===== src/irn_pkg.sv =====
// shared types, letter codes and the microcode table for the roman numeral converter
// no dependencies
`default_nettype none
package irn_pkg;

	localparam int ValueWidth = 12;
	localparam int SymbolWidth = 8;
	localparam int UcodeDepth = 13;
	localparam int PcWidth = $clog2(UcodeDepth);
	localparam logic [ValueWidth-1:0] MaxValue = ValueWidth'(3999);

	localparam logic [SymbolWidth-1:0] LetterNone = 8'h00;
	localparam logic [SymbolWidth-1:0] LetterI = 8'h49;
	localparam logic [SymbolWidth-1:0] LetterV = 8'h56;
	localparam logic [SymbolWidth-1:0] LetterX = 8'h58;
	localparam logic [SymbolWidth-1:0] LetterL = 8'h4C;
	localparam logic [SymbolWidth-1:0] LetterC = 8'h43;
	localparam logic [SymbolWidth-1:0] LetterD = 8'h44;
	localparam logic [SymbolWidth-1:0] LetterM = 8'h4D;

	// one microcode word: weight to compare and subtract, letters, pair and repeat flags
	typedef struct packed {
		logic [ValueWidth-1:0]  weight;
		logic [SymbolWidth-1:0] first;
		logic [SymbolWidth-1:0] second;
		logic                   pair;
		logic                   repeat_step;
	} ucw_t;

	localparam ucw_t UCODE [UcodeDepth] = '{
		'{ValueWidth'(1000), LetterM, LetterNone, 1'b0, 1'b1},
		'{ValueWidth'(900),  LetterC, LetterM,    1'b1, 1'b0},
		'{ValueWidth'(500),  LetterD, LetterNone, 1'b0, 1'b0},
		'{ValueWidth'(400),  LetterC, LetterD,    1'b1, 1'b0},
		'{ValueWidth'(100),  LetterC, LetterNone, 1'b0, 1'b1},
		'{ValueWidth'(90),   LetterX, LetterC,    1'b1, 1'b0},
		'{ValueWidth'(50),   LetterL, LetterNone, 1'b0, 1'b0},
		'{ValueWidth'(40),   LetterX, LetterL,    1'b1, 1'b0},
		'{ValueWidth'(10),   LetterX, LetterNone, 1'b0, 1'b1},
		'{ValueWidth'(9),    LetterI, LetterX,    1'b1, 1'b0},
		'{ValueWidth'(5),    LetterV, LetterNone, 1'b0, 1'b0},
		'{ValueWidth'(4),    LetterI, LetterV,    1'b1, 1'b0},
		'{ValueWidth'(1),    LetterI, LetterNone, 1'b0, 1'b1}
	};

	typedef struct packed {
		logic                   valid;
		logic [SymbolWidth-1:0] symbol;
		logic                   last;
		logic                   invalid;
	} emit_t;

	typedef struct packed {
		logic idle;
	} seq_status_t;

endpackage
`default_nettype wire


===== src/integer_to_roman_numeral.sv =====
// integer to roman numeral converter, top level with request and result handshakes
// depends on irn_pkg and irn_seq
// a legal request is accepted only while idle; the sequencer then walks the table rows from
// the largest weight down, giving a letter or moving to the next row at each step, and holds while results stall
// zero or out of range values give one invalid result the cycle after and leave the sequencer idle
// reset clears the sequencer to idle and empties the output register
`default_nettype none
module integer_to_roman_numeral (
	input  wire logic                              clk,
	input  wire logic                              arst_n,
	input  wire logic                              req_valid,
	output      logic                              req_stall,
	input  wire logic [irn_pkg::ValueWidth-1:0]    value,
	output      logic                              rsp_valid,
	input  wire logic                              rsp_stall,
	output      logic [irn_pkg::SymbolWidth-1:0]   symbol,
	output      logic                              last,
	output      logic                              invalid
);

	irn_pkg::emit_t        emit;
	irn_pkg::seq_status_t  status;
	logic                  out_free;
	logic                  acc;

	logic                              out_valid_q;
	logic [irn_pkg::SymbolWidth-1:0]   symbol_q;
	logic                              last_q;
	logic                              invalid_q;

	assign out_free = !out_valid_q || !rsp_stall;
	assign req_stall = !(status.idle && out_free);
	assign acc = req_valid && !req_stall;

	irn_seq u_seq (
		.clk    (clk),
		.arst_n (arst_n),
		.adv    (out_free),
		.acc    (acc),
		.value  (value),
		.emit   (emit),
		.status (status)
	);

	always_ff @(posedge clk or negedge arst_n) begin
		if (!arst_n) begin
			out_valid_q <= 1'b0;
		end else if (out_free) begin
			out_valid_q <= emit.valid;
		end
	end

	always_ff @(posedge clk) begin
		if (out_free && emit.valid) begin
			symbol_q <= emit.symbol;
			last_q <= emit.last;
			invalid_q <= emit.invalid;
		end
	end

	assign rsp_valid = out_valid_q;
	assign symbol = symbol_q;
	assign last = last_q;
	assign invalid = invalid_q;

	a_invalid_alone: assert property (@(posedge clk) disable iff (!arst_n)
		rsp_valid && invalid |-> last && symbol == irn_pkg::LetterNone)
		else $error("invalid result not single");

	a_letter_legal: assert property (@(posedge clk) disable iff (!arst_n)
		rsp_valid && !invalid |-> symbol == irn_pkg::LetterI || symbol == irn_pkg::LetterV
			|| symbol == irn_pkg::LetterX || symbol == irn_pkg::LetterL
			|| symbol == irn_pkg::LetterC || symbol == irn_pkg::LetterD
			|| symbol == irn_pkg::LetterM)
		else $error("illegal letter");

	a_start_run: assert property (@(posedge clk) disable iff (!arst_n)
		acc && value != '0 && value <= irn_pkg::MaxValue |=> !status.idle)
		else $error("request not started");

	a_last_idle: assert property (@(posedge clk) disable iff (!arst_n)
		rsp_valid && last |-> status.idle)
		else $error("sequencer busy after last letter");

endmodule
`default_nettype wire


===== src/irn_seq.sv =====
// microcoded sequencer: step counter over the table in irn_pkg, remainder datapath
// depends on irn_pkg
`default_nettype none
module irn_seq (
	input  wire logic                              clk,
	input  wire logic                              arst_n,
	input  wire logic                              adv,
	input  wire logic                              acc,
	input  wire logic [irn_pkg::ValueWidth-1:0]    value,
	output irn_pkg::emit_t                         emit,
	output irn_pkg::seq_status_t                   status
);

	typedef enum logic [2:0] {
		ST_IDLE = 3'b001,
		ST_RUN  = 3'b010,
		ST_PAIR = 3'b100
	} state_t;

	state_t                          state_q;
	logic [irn_pkg::PcWidth-1:0]     pc_q;
	logic [irn_pkg::ValueWidth-1:0]  rem_q;

	irn_pkg::ucw_t                   cw;
	logic                            take;
	logic [irn_pkg::ValueWidth-1:0]  diff;
	logic                            bad;

	assign cw = irn_pkg::UCODE[pc_q];
	assign take = rem_q >= cw.weight;
	assign diff = rem_q - cw.weight;
	assign bad = (value == '0) || (value > irn_pkg::MaxValue);
	assign status.idle = state_q == ST_IDLE;

	always_comb begin
		emit = '0;
		unique case (state_q)
			ST_IDLE: begin
				if (acc && bad) begin
					emit.valid = 1'b1;
					emit.symbol = irn_pkg::LetterNone;
					emit.last = 1'b1;
					emit.invalid = 1'b1;
				end
			end
			ST_RUN: begin
				emit.valid = take;
				emit.symbol = cw.first;
				emit.last = !cw.pair && (diff == '0);
			end
			ST_PAIR: begin
				emit.valid = 1'b1;
				emit.symbol = cw.second;
				emit.last = rem_q == '0;
			end
			default: emit = '0;
		endcase
	end

	always_ff @(posedge clk or negedge arst_n) begin
		if (!arst_n) begin
			state_q <= ST_IDLE;
			pc_q <= '0;
		end else if (adv) begin
			unique case (state_q)
				ST_IDLE: begin
					if (acc && !bad) begin
						state_q <= ST_RUN;
						pc_q <= '0;
					end
				end
				ST_RUN: begin
					if (take) begin
						if (cw.pair) begin
							state_q <= ST_PAIR;
						end else if (diff == '0) begin
							state_q <= ST_IDLE;
						end else if (!cw.repeat_step) begin
							pc_q <= pc_q + 1'b1;
						end
					end else begin
						pc_q <= pc_q + 1'b1;
					end
				end
				ST_PAIR: begin
					if (rem_q == '0) begin
						state_q <= ST_IDLE;
					end else begin
						state_q <= ST_RUN;
						pc_q <= pc_q + 1'b1;
					end
				end
				default: state_q <= ST_IDLE;
			endcase
		end
	end

	always_ff @(posedge clk) begin
		if (adv) begin
			if (state_q == ST_IDLE && acc) begin
				rem_q <= value;
			end else if (state_q == ST_RUN && take) begin
				rem_q <= diff;
			end
		end
	end

endmodule
`default_nettype wire


===== config.mk =====
export PLATFORM = sky130hd
export DESIGN_NAME = integer_to_roman_numeral
export DESIGN_NICKNAME = d
export VERILOG_FILES = /design/src/irn_pkg.sv /design/src/integer_to_roman_numeral.sv /design/src/irn_seq.sv
export SDC_FILE = /design/constraint.sdc
export NUM_CORES = 1
export LEC_CHECK = 0
export BUFFER_PORTS_ARGS = -buffer_cell sky130_fd_sc_hd__buf_2
export CAP_MARGIN = 20
export CORE_MARGIN = 8
export CORE_UTILIZATION = 60
export CTS_CLUSTER_DIAMETER = 150
export CTS_CLUSTER_SIZE = 16
export DETAILED_ROUTE_END_ITERATION = 16
export HOLD_SLACK_MARGIN = 0.05
export PLACE_DENSITY_LB_ADDON = 0.3
export SYNTH_ARGS = -nofsm -noshare
export SYNTH_HDL_FRONTEND = slang
export SYNTH_SLANG_ARGS = --single-unit
export TNS_END_PERCENT = 20

===== constraint.sdc =====
create_clock -name clk -period 8.2 [get_ports clk]
set_clock_uncertainty 0.15 [all_clocks]
set_input_delay 1.64 -clock clk [delete_from_list [all_inputs] [get_ports clk]]
set_output_delay 1.64 -clock clk [all_outputs]
set_load 0.02 [all_outputs]

* Word level (Yosys, flattened, before mapping) *
Memories as Yosys holds them, arrays and structs flattened.
Index checks and enable logic that the tools add are counted.

word-level totals
  bits in registers = 30
  bits in read-only memories = 480
  bits of input ports = 16
  output and inout port bits = 12
  logic and storage cells = 66
  memories = 1

memories
  name             depth  width  rd ports  clocked after Yosys merged registers in  write ports  RTL line       source
  (no name shown)  16     30     1         0                                        0            irn_seq.sv:29  assign cw = irn_pkg::UCODE[pc_q];

operators by class
  add/subtract/negate cells = 2
  magnitude comparators = 3
  equality and inequality tests = 10
  multiplexer cells = 19
  bitwise gates (word level) = 1
  reductions and logical operators = 23

operator list
  cell                    number
  $mux W30                2
  $logic_not A12 Y1       3
  $pmux W10 S3            1
  $mux W12                2
  $mux W4                 6
  $ge A12 B12 Y1          1
  $gt A12 B12 Y1 const B  1
  $mux W3                 4
  $pmux W4 S3             1
  $sub A12 B12 Y12        1
  $mux W11                1
  $ne A3 B3 Y1 const B    3
  $pmux W3 S3             1
  $logic_and A1 B1 Y1     8
  $reduce_and A7 Y1       1
  $ge A5 B5 Y1 const B    1
  $logic_not A1 Y1        5
  $not A4 Y5              1
  $add A4 B1 Y4 const B   1
  $ne A2 B1 Y1 const B    2
  $reduce_and A4 Y1       1
  $eq A3 B1 Y1 const B    1
  $eq A3 B2 Y1 const B    1
  $eq A3 B3 Y1 const B    1
  other kinds (7)         8

* Logic depth before layout (Yosys ltp) *
Gate-level depths: netlist of the first run.

  depth after elaboration = 10
  mapped depth = 14
  depth with buffers taken out = 13

* By module *
A second synthesis of the first run with hierarchy kept.

second synthesis, totals
  cell total of the unflattened synthesis = 277
  area, all modules = 2361.0 sq um

modules (own cells, without submodules)
  module                    times used  cells an instance  area an instance (sq um)  seq. area each (sq um)
  irn_seq                   1           261                2006.9                    536.8
  integer_to_roman_numeral  1           16                 354.1                     325.3

* Worst setup path before layout of the first run *
No wires, ideal clock.

  kind = in2out
  start = input rsp_stall
  end = output req_stall
  arrival = 1936 ps
  required time = 6410 ps
  setup slack = 4474 ps
  stages = 2
  path buffers = 0
  path through = nand2_1 -> nand2_1

on the way
  longest elaborated chain between the ends = 4

ends and longest elaborated chain
  element              RTL line                        source
  start: declaration   integer_to_roman_numeral.sv:15  input wire logic rsp_stall,
  $logic_not A1 Y1     integer_to_roman_numeral.sv:31  assign out_free = !out_valid_q || !rsp_stall;
  $logic_or A1 B1 Y1   integer_to_roman_numeral.sv:31
  $logic_and A1 B1 Y1  integer_to_roman_numeral.sv:32  assign req_stall = !(status.idle && out_free);
  $logic_not A1 Y1     integer_to_roman_numeral.sv:32
  end: declaration     integer_to_roman_numeral.sv:12  output logic req_stall,

No other way between the ends.

==> qor.txt, run 1 <==
Vias per inst -> 6.68
Buffers on Ports -> 25
H-tree lvl count -> 1
Synth cell types -> 60
XOR/XNOR Fraction of Synth Area -> 1.71%
Pin count of the biggest net entering global routing -> 27
DRT Wirelength -> 6780 µm
Initial core utilization -> 63.0%
Hold path depth -> 2
Kind of critical path -> register to register
Reg2reg path depth -> 12
Post-Place Cell Area -> 2670 µm²
Final HPWL DP -> 5100 µm
Worst-path fanout max -> 9
CTS buffer count -> 3
Most used cell, CP -> ha_1
WP buf/inv -> 1
Grt total ovfl -> 0
Top FF cell, synth -> edfxtp_1
GRT busiest layer -> met2
WHS Endpoint -> u_seq.state_q[1]
Post-synthesis mux area share -> 1.62%
# DRC -> 0
Num rows -> 23
CP max stage cell -> dfrtp_1
Clock latency on the worst-skew pair -> 0.29 ns
Synth area leaders -> edfxtp_1 24%, ha_1 8.8%, dfrtp_1 6.9%, nand2_1 5.4%, o21ai_0 4.9%
Commonest cells post-synth -> 37 x nand2_1, 30 x nor2_1, 25 x o21ai_0
Period minus WS final -> 4.29 ns
Worst R2R End -> last
Final instance area -> 2740 µm²
Hold buffers post-CTS -> 0
Clock sinks -> 28
Number of global-route vias before repair -> 2334
Final #Nets -> 362
Max Buffers Root-to-Sink -> 2
Worst Hold Launch -> u_seq.state_q[1]
Routed length per instance -> 18.0 µm
Number of synthesized flops with an enable pin -> 20
Relative slew slack -> 51.1%
Final Setup Violations -> 0
GR Util met1 -> 28.2%
Via count -> 2512
CTS tree -> yes
Worst Path Required -> 8.20 ns
Core Area -> 4060 µm²
Synth Area in Adders -> 9.60%
Die height -> 81.3 µm
First-pass GRT wire length -> 10900 µm
Fmax -> 233 MHz
Critical path's top delay family -> compound AO/OA/AOI/OAI gates
Met2 Track Usage GR -> 34.2%
Met3 Usage GRT -> 2.65%
Share of synthesized flip-flops with an asynchronous set or reset -> 28.6%
Area grow syn2layout -> 7.10%
Synth Area in Compound Gates -> 25.9%
Largest family of logic cells by synthesized area -> compound AO/OA/AOI/OAI gates
Routability cong. -> 0.943
Part of the cycle the worst path needs -> 52.3%
#FFs+latches synth -> 28
Worst path cell trace -> inv_1 -> ha_1 -> mux2_2 -> o21ai_0 -> ha_1 -> a21oi_2 -> o221ai_1 -> a222oi_1 -> o2111a_1 -> or4b_4 -> nor3b_2 -> a31o_1
RSZ-0062 raised after global routing -> false
WP data arrival -> 4.29 ns
Slew Limit Fails -> 0
Mapped cell area -> 2550 µm²
Top-area cell type share of the netlist area -> 23.5%
HP Class -> register to register
Synth Area in Simple Gates -> 24.3%
Max Cap Violations -> 0
Area of the die -> 6600 µm²
Post-Synthesis Cells -> 312
Initial antenna violation count -> 0
Yosys warns -> 0
CTS clock-pin slew for the worst setup and hold paths -> 0.11 ns
Clock Tree Root -> clkbuf_8
Total negative setup slack -> 0 ns
CP Launch Type -> register
Leading area contributor after synthesis -> edfxtp_1
DRT Pass-1 Iters -> 5
Share of cells above drive strength 1 -> 11.7%
DR iter-0 viols -> 300
Status -> complete, no violations
GRT Overall Usage -> 20.8%
Post-synthesis sequential area ratio -> 31.4%
Critical path endpoint category -> register
Setup bufs post-CTS -> 0
Largest stage delay, worst path -> 0.52 ns
Synthesized area per cell -> 8.19 µm²
Worst-Margin Slew -> 0.733 ns
Reg-to-Reg Start -> u_seq.pc_q[0]
N_diodes -> 0
Placed Cells -> 372
Hold Fails Final Rpt -> 0
Die width -> 81.3 µm
Post-route ant nets -> 0
R2r setup slk -> 3.91 ns
Most frequent cell after synthesis -> nand2_1
# IOs -> 28
Final Non-Filler Cells -> 376
Post-CTS sizing -> 0
layout make-up:
| class | count | area [µm²] |
|---|---|---|
| clock buffer | 4 | 66.3 |
| fill | 348 | 1320 |
| inverter | 16 | 60.1 |
| multi-input combinational | 253 | 1620 |
| sequential | 28 | 802 |
| tap | 50 | 62.6 |
| timing repair buffer | 25 | 125 |
stage by stage:
step,setup slack (ns),util [%],hold slack [ns]
global route,3.75,67.4,0.509
CTS,4.02,67.4,0.479
finish,3.91,67.4,0.483
floorplan,4.47,-,0.406
detailed placement,4.06,65.8,0.438
global placement,4.24,65.8,0.449
layout by cell type, fill, tap and decap left out, types with 6 or more instances in the layout:
| cell | Yosys | routed |
|---|---|---|
| nor3_1 | 8 | 8 |
| edfxtp_1 | 20 | 20 |
| nor2_1 | 30 | 30 |
| dfrtp_1 | 7 | 7 |
| o21ai_0 | 25 | 25 |
| a21oi_1 | 23 | 23 |
| buf_2 | 1 | 25 |
| ha_1 | 18 | 18 |
| inv_1 | 16 | 16 |
| nand3_1 | 10 | 10 |
| o21a_1 | 6 | 6 |
| nor4_1 | 7 | 7 |
| nand2_1 | 37 | 37 |
worst max path at each step:
stage                        startpoint   endpoint  depth (start not counted)
after detailed placement  u_seq.pc_q[0]       last                         12
after floorplan               rsp_stall  req_stall                          2
after global placement    u_seq.pc_q[0]       last                         12
final                     u_seq.pc_q[0]       last                         12
after CTS                 u_seq.pc_q[0]       last                         12
after global routing      u_seq.pc_q[0]  symbol[3]                         11
layer usage:
metal	share of wire [%]	vias to the layer above
li1	-	1187
met1	45	1166
met2	46	150
met3	8.2	9
met4	1.2	0
met5	0	-
worst reg2reg max path, stage by stage (launching register included):
cell	delay, ns
dfrtp_1	0.52
inv_1	0.23
ha_1	0.40
mux2_2	0.28
o21ai_0	0.21
ha_1	0.35
a21oi_2	0.20
o221ai_1	0.17
a222oi_1	0.50
o2111a_1	0.28
or4b_4	0.50
nor3b_2	0.17
a31o_1	0.17
flip-flops by register name (all words and copies together) (netlist names):
register       flops
u_seq.rem_q       12
symbol             6
u_seq.pc_q         4
u_seq.state_q      3
invalid            1
last               1
rsp_valid          1
cells by family after synthesis:
kind of cell,count (synthesis)
AND/OR/NAND/NOR,123
AO/OA/AOI/OAI,100
buffers and inverters,32
flip-flops,28
adder cells (fa/ha/maj),19
XOR/XNOR,5
multiplexers,4
other,1
Power of run 1 is left out: the tool's default activity adds up to more than one toggle a clock period on the data nets, which glitch-free logic cannot reach.
==> run 2, diff against run 1 <==
Settings changed: CORE_UTILIZATION 60 to 59.
Clock period 8.2 ns to 4 ns, I/O delays scaled along.
==> run 2 against run 1 <==
Hold slack worse by 0.29 ns. Via count shrank 1.9%. Non-clock buffer count increased by 8. Largest cell class unchanged.
==> qor.txt, run 2 (synthesis gave the netlist of run 1 again) <==
Status -> complete, no violations
# DRC -> 0
Pin count of the biggest net entering global routing -> 22
Worst-Margin Slew -> 0.644 ns
Share of cells above drive strength 1 -> 14.4%
DRT Pass-1 Iters -> 5
Critical path endpoint category -> register
Clock latency on the worst-skew pair -> 0.28 ns
Max Cap Violations -> 0
Final HPWL DP -> 5070 µm
Clock Tree Root -> clkbuf_8
Period minus WS final -> 3.84 ns
WP data arrival -> 3.84 ns
CTS clock-pin slew for the worst setup and hold paths -> 0.11 ns
Die height -> 81.8 µm
Area grow syn2layout -> 9.65%
Buffers on Ports -> 25
CP Launch Type -> register
# IOs -> 28
Largest reg by FF count -> u_seq.rem_q
Num rows -> 24
Slew Limit Fails -> 0
Post-route ant nets -> 0
Worst-path fanout max -> 21
First-pass GRT wire length -> 10900 µm
Via count -> 2465
Part of the cycle the worst path needs -> 96.0%
Hold buffers post-CTS -> 0
Worst Path Required -> 4.00 ns
Max reg flops -> 12
Grt total ovfl -> 0
Hold Fails Final Rpt -> 0
Max Buffers Root-to-Sink -> 2
M1 wire length -> 2950 µm
Most common cell after layout, fill and taps aside -> nand2_1
Final WS setup -> 0.160 ns
Initial core utilization -> 59.9%
Total negative setup slack -> 0 ns
RSZ-0062 raised after global routing -> false
Final Setup Violations -> 0
Area of the die -> 6690 µm²
Relative slew slack -> 56.8%
GRT Overall Usage -> 20.4%
CTS tree -> yes
Routability cong. -> 0.955
Routed length per instance -> 16.8 µm
Fmax -> 260 MHz
Final #Nets -> 370
Final hold slack -> 0.191 ns
Die width -> 81.8 µm
DRT Wirelength -> 6490 µm
Setup slack at placement -> 0.109 ns
Core Area -> 4260 µm²
Top Layer Used -> met4
N_diodes -> 0
Clock sinks -> 28
DR iter-0 viols -> 165
Most frequent cells in the layout -> 37 x nand2_1, 30 x nor2_1, 25 x o21ai_0, 25 x buf_2, 23 x a21oi_1
HP Class -> input port to asynchronous set/reset pin
Vias per inst -> 6.39
DR WL met2 -> 2830 µm
CTS buffer count -> 3
Wire length on met3 -> 548 µm
Kind of critical path -> register to register
Number of global-route vias before repair -> 2325
Initial antenna violation count -> 0
H-tree lvl count -> 1
==> run 2: cell count changes in the layout (fill, tap and decap cells not counted), sizes merged <==
| cell | change |
|---|---|
| buf | +8 |
==> run 2: layout make-up <==
type                            count  area (µm²)
Clock buffer                        4        66.3
Fill cell                         353        1460
Inverter                           16        60.1
Multi-Input combinational cell    253        1620
Sequential cell                    28         802
Tap cell                           52        65.1
Timing Repair Buffer               33         185
==> run 2: worst paths after layout <==
| kind | slack, ns | depth (start not counted) | startpoint | end |
|---|---|---|---|---|
| worst min register to register | 0.46 | 2 | rsp_valid | rsp_valid |
| worst min-delay path | 0.19 | 1 | arst_n | u_seq.pc_q[3] |
| max in group asynchronous | 3.27 | 1 | arst_n | u_seq.state_q[0] |
| worst max-delay path | 0.16 | 11 | u_seq.pc_q[2] | last |
| worst max register to register | 0.16 | 11 | u_seq.pc_q[2] | last |
| min in group clk | 0.46 | 2 | rsp_valid | rsp_valid |
==> run 2: routing by layer <==
layer | up-vias | global-route usage (%)
met4 | 0 | 6.84
met2 | 118 | 31.7
met1 | 1122 | 28.7
met3 | 16 | 2.08
li1 | 1209 | -
met5 | - | 0
==> run 2: worst max-delay path, stage by stage (launching register included) <==
cell and delay [ns]:
dfrtp_1 0.77, nand2_1 0.23, o21ai_0 0.11, o21ai_0 0.11, ha_1 0.44, nand3_1 0.16, o21a_1 0.19, a222oi_1 0.44
o2111a_1 0.27, or4b_4 0.49, nor3b_2 0.17, a31o_1 0.16
==> run 2: per-stage QoR <==
| step | cells | utilization (%) | instance area (µm²) |
|---|---|---|---|
| after floorplan | 313 | - | 2560 |
| after global placement | 381 | 63.9 | 2730 |
| after detailed placement | 381 | 63.9 | 2730 |
| after CTS | 385 | 65.5 | 2790 |
| after global routing | 386 | 65.7 | 2800 |
| final | 386 | 65.7 | 2800 |
==> run 2: what timing repair did <==
action / CTS / global route
endpoints found under the setup margin: 0 / 26
resized for setup: 0 / 2
buffers inserted: 0 / 1
Power of run 2 is left out for the same reason.
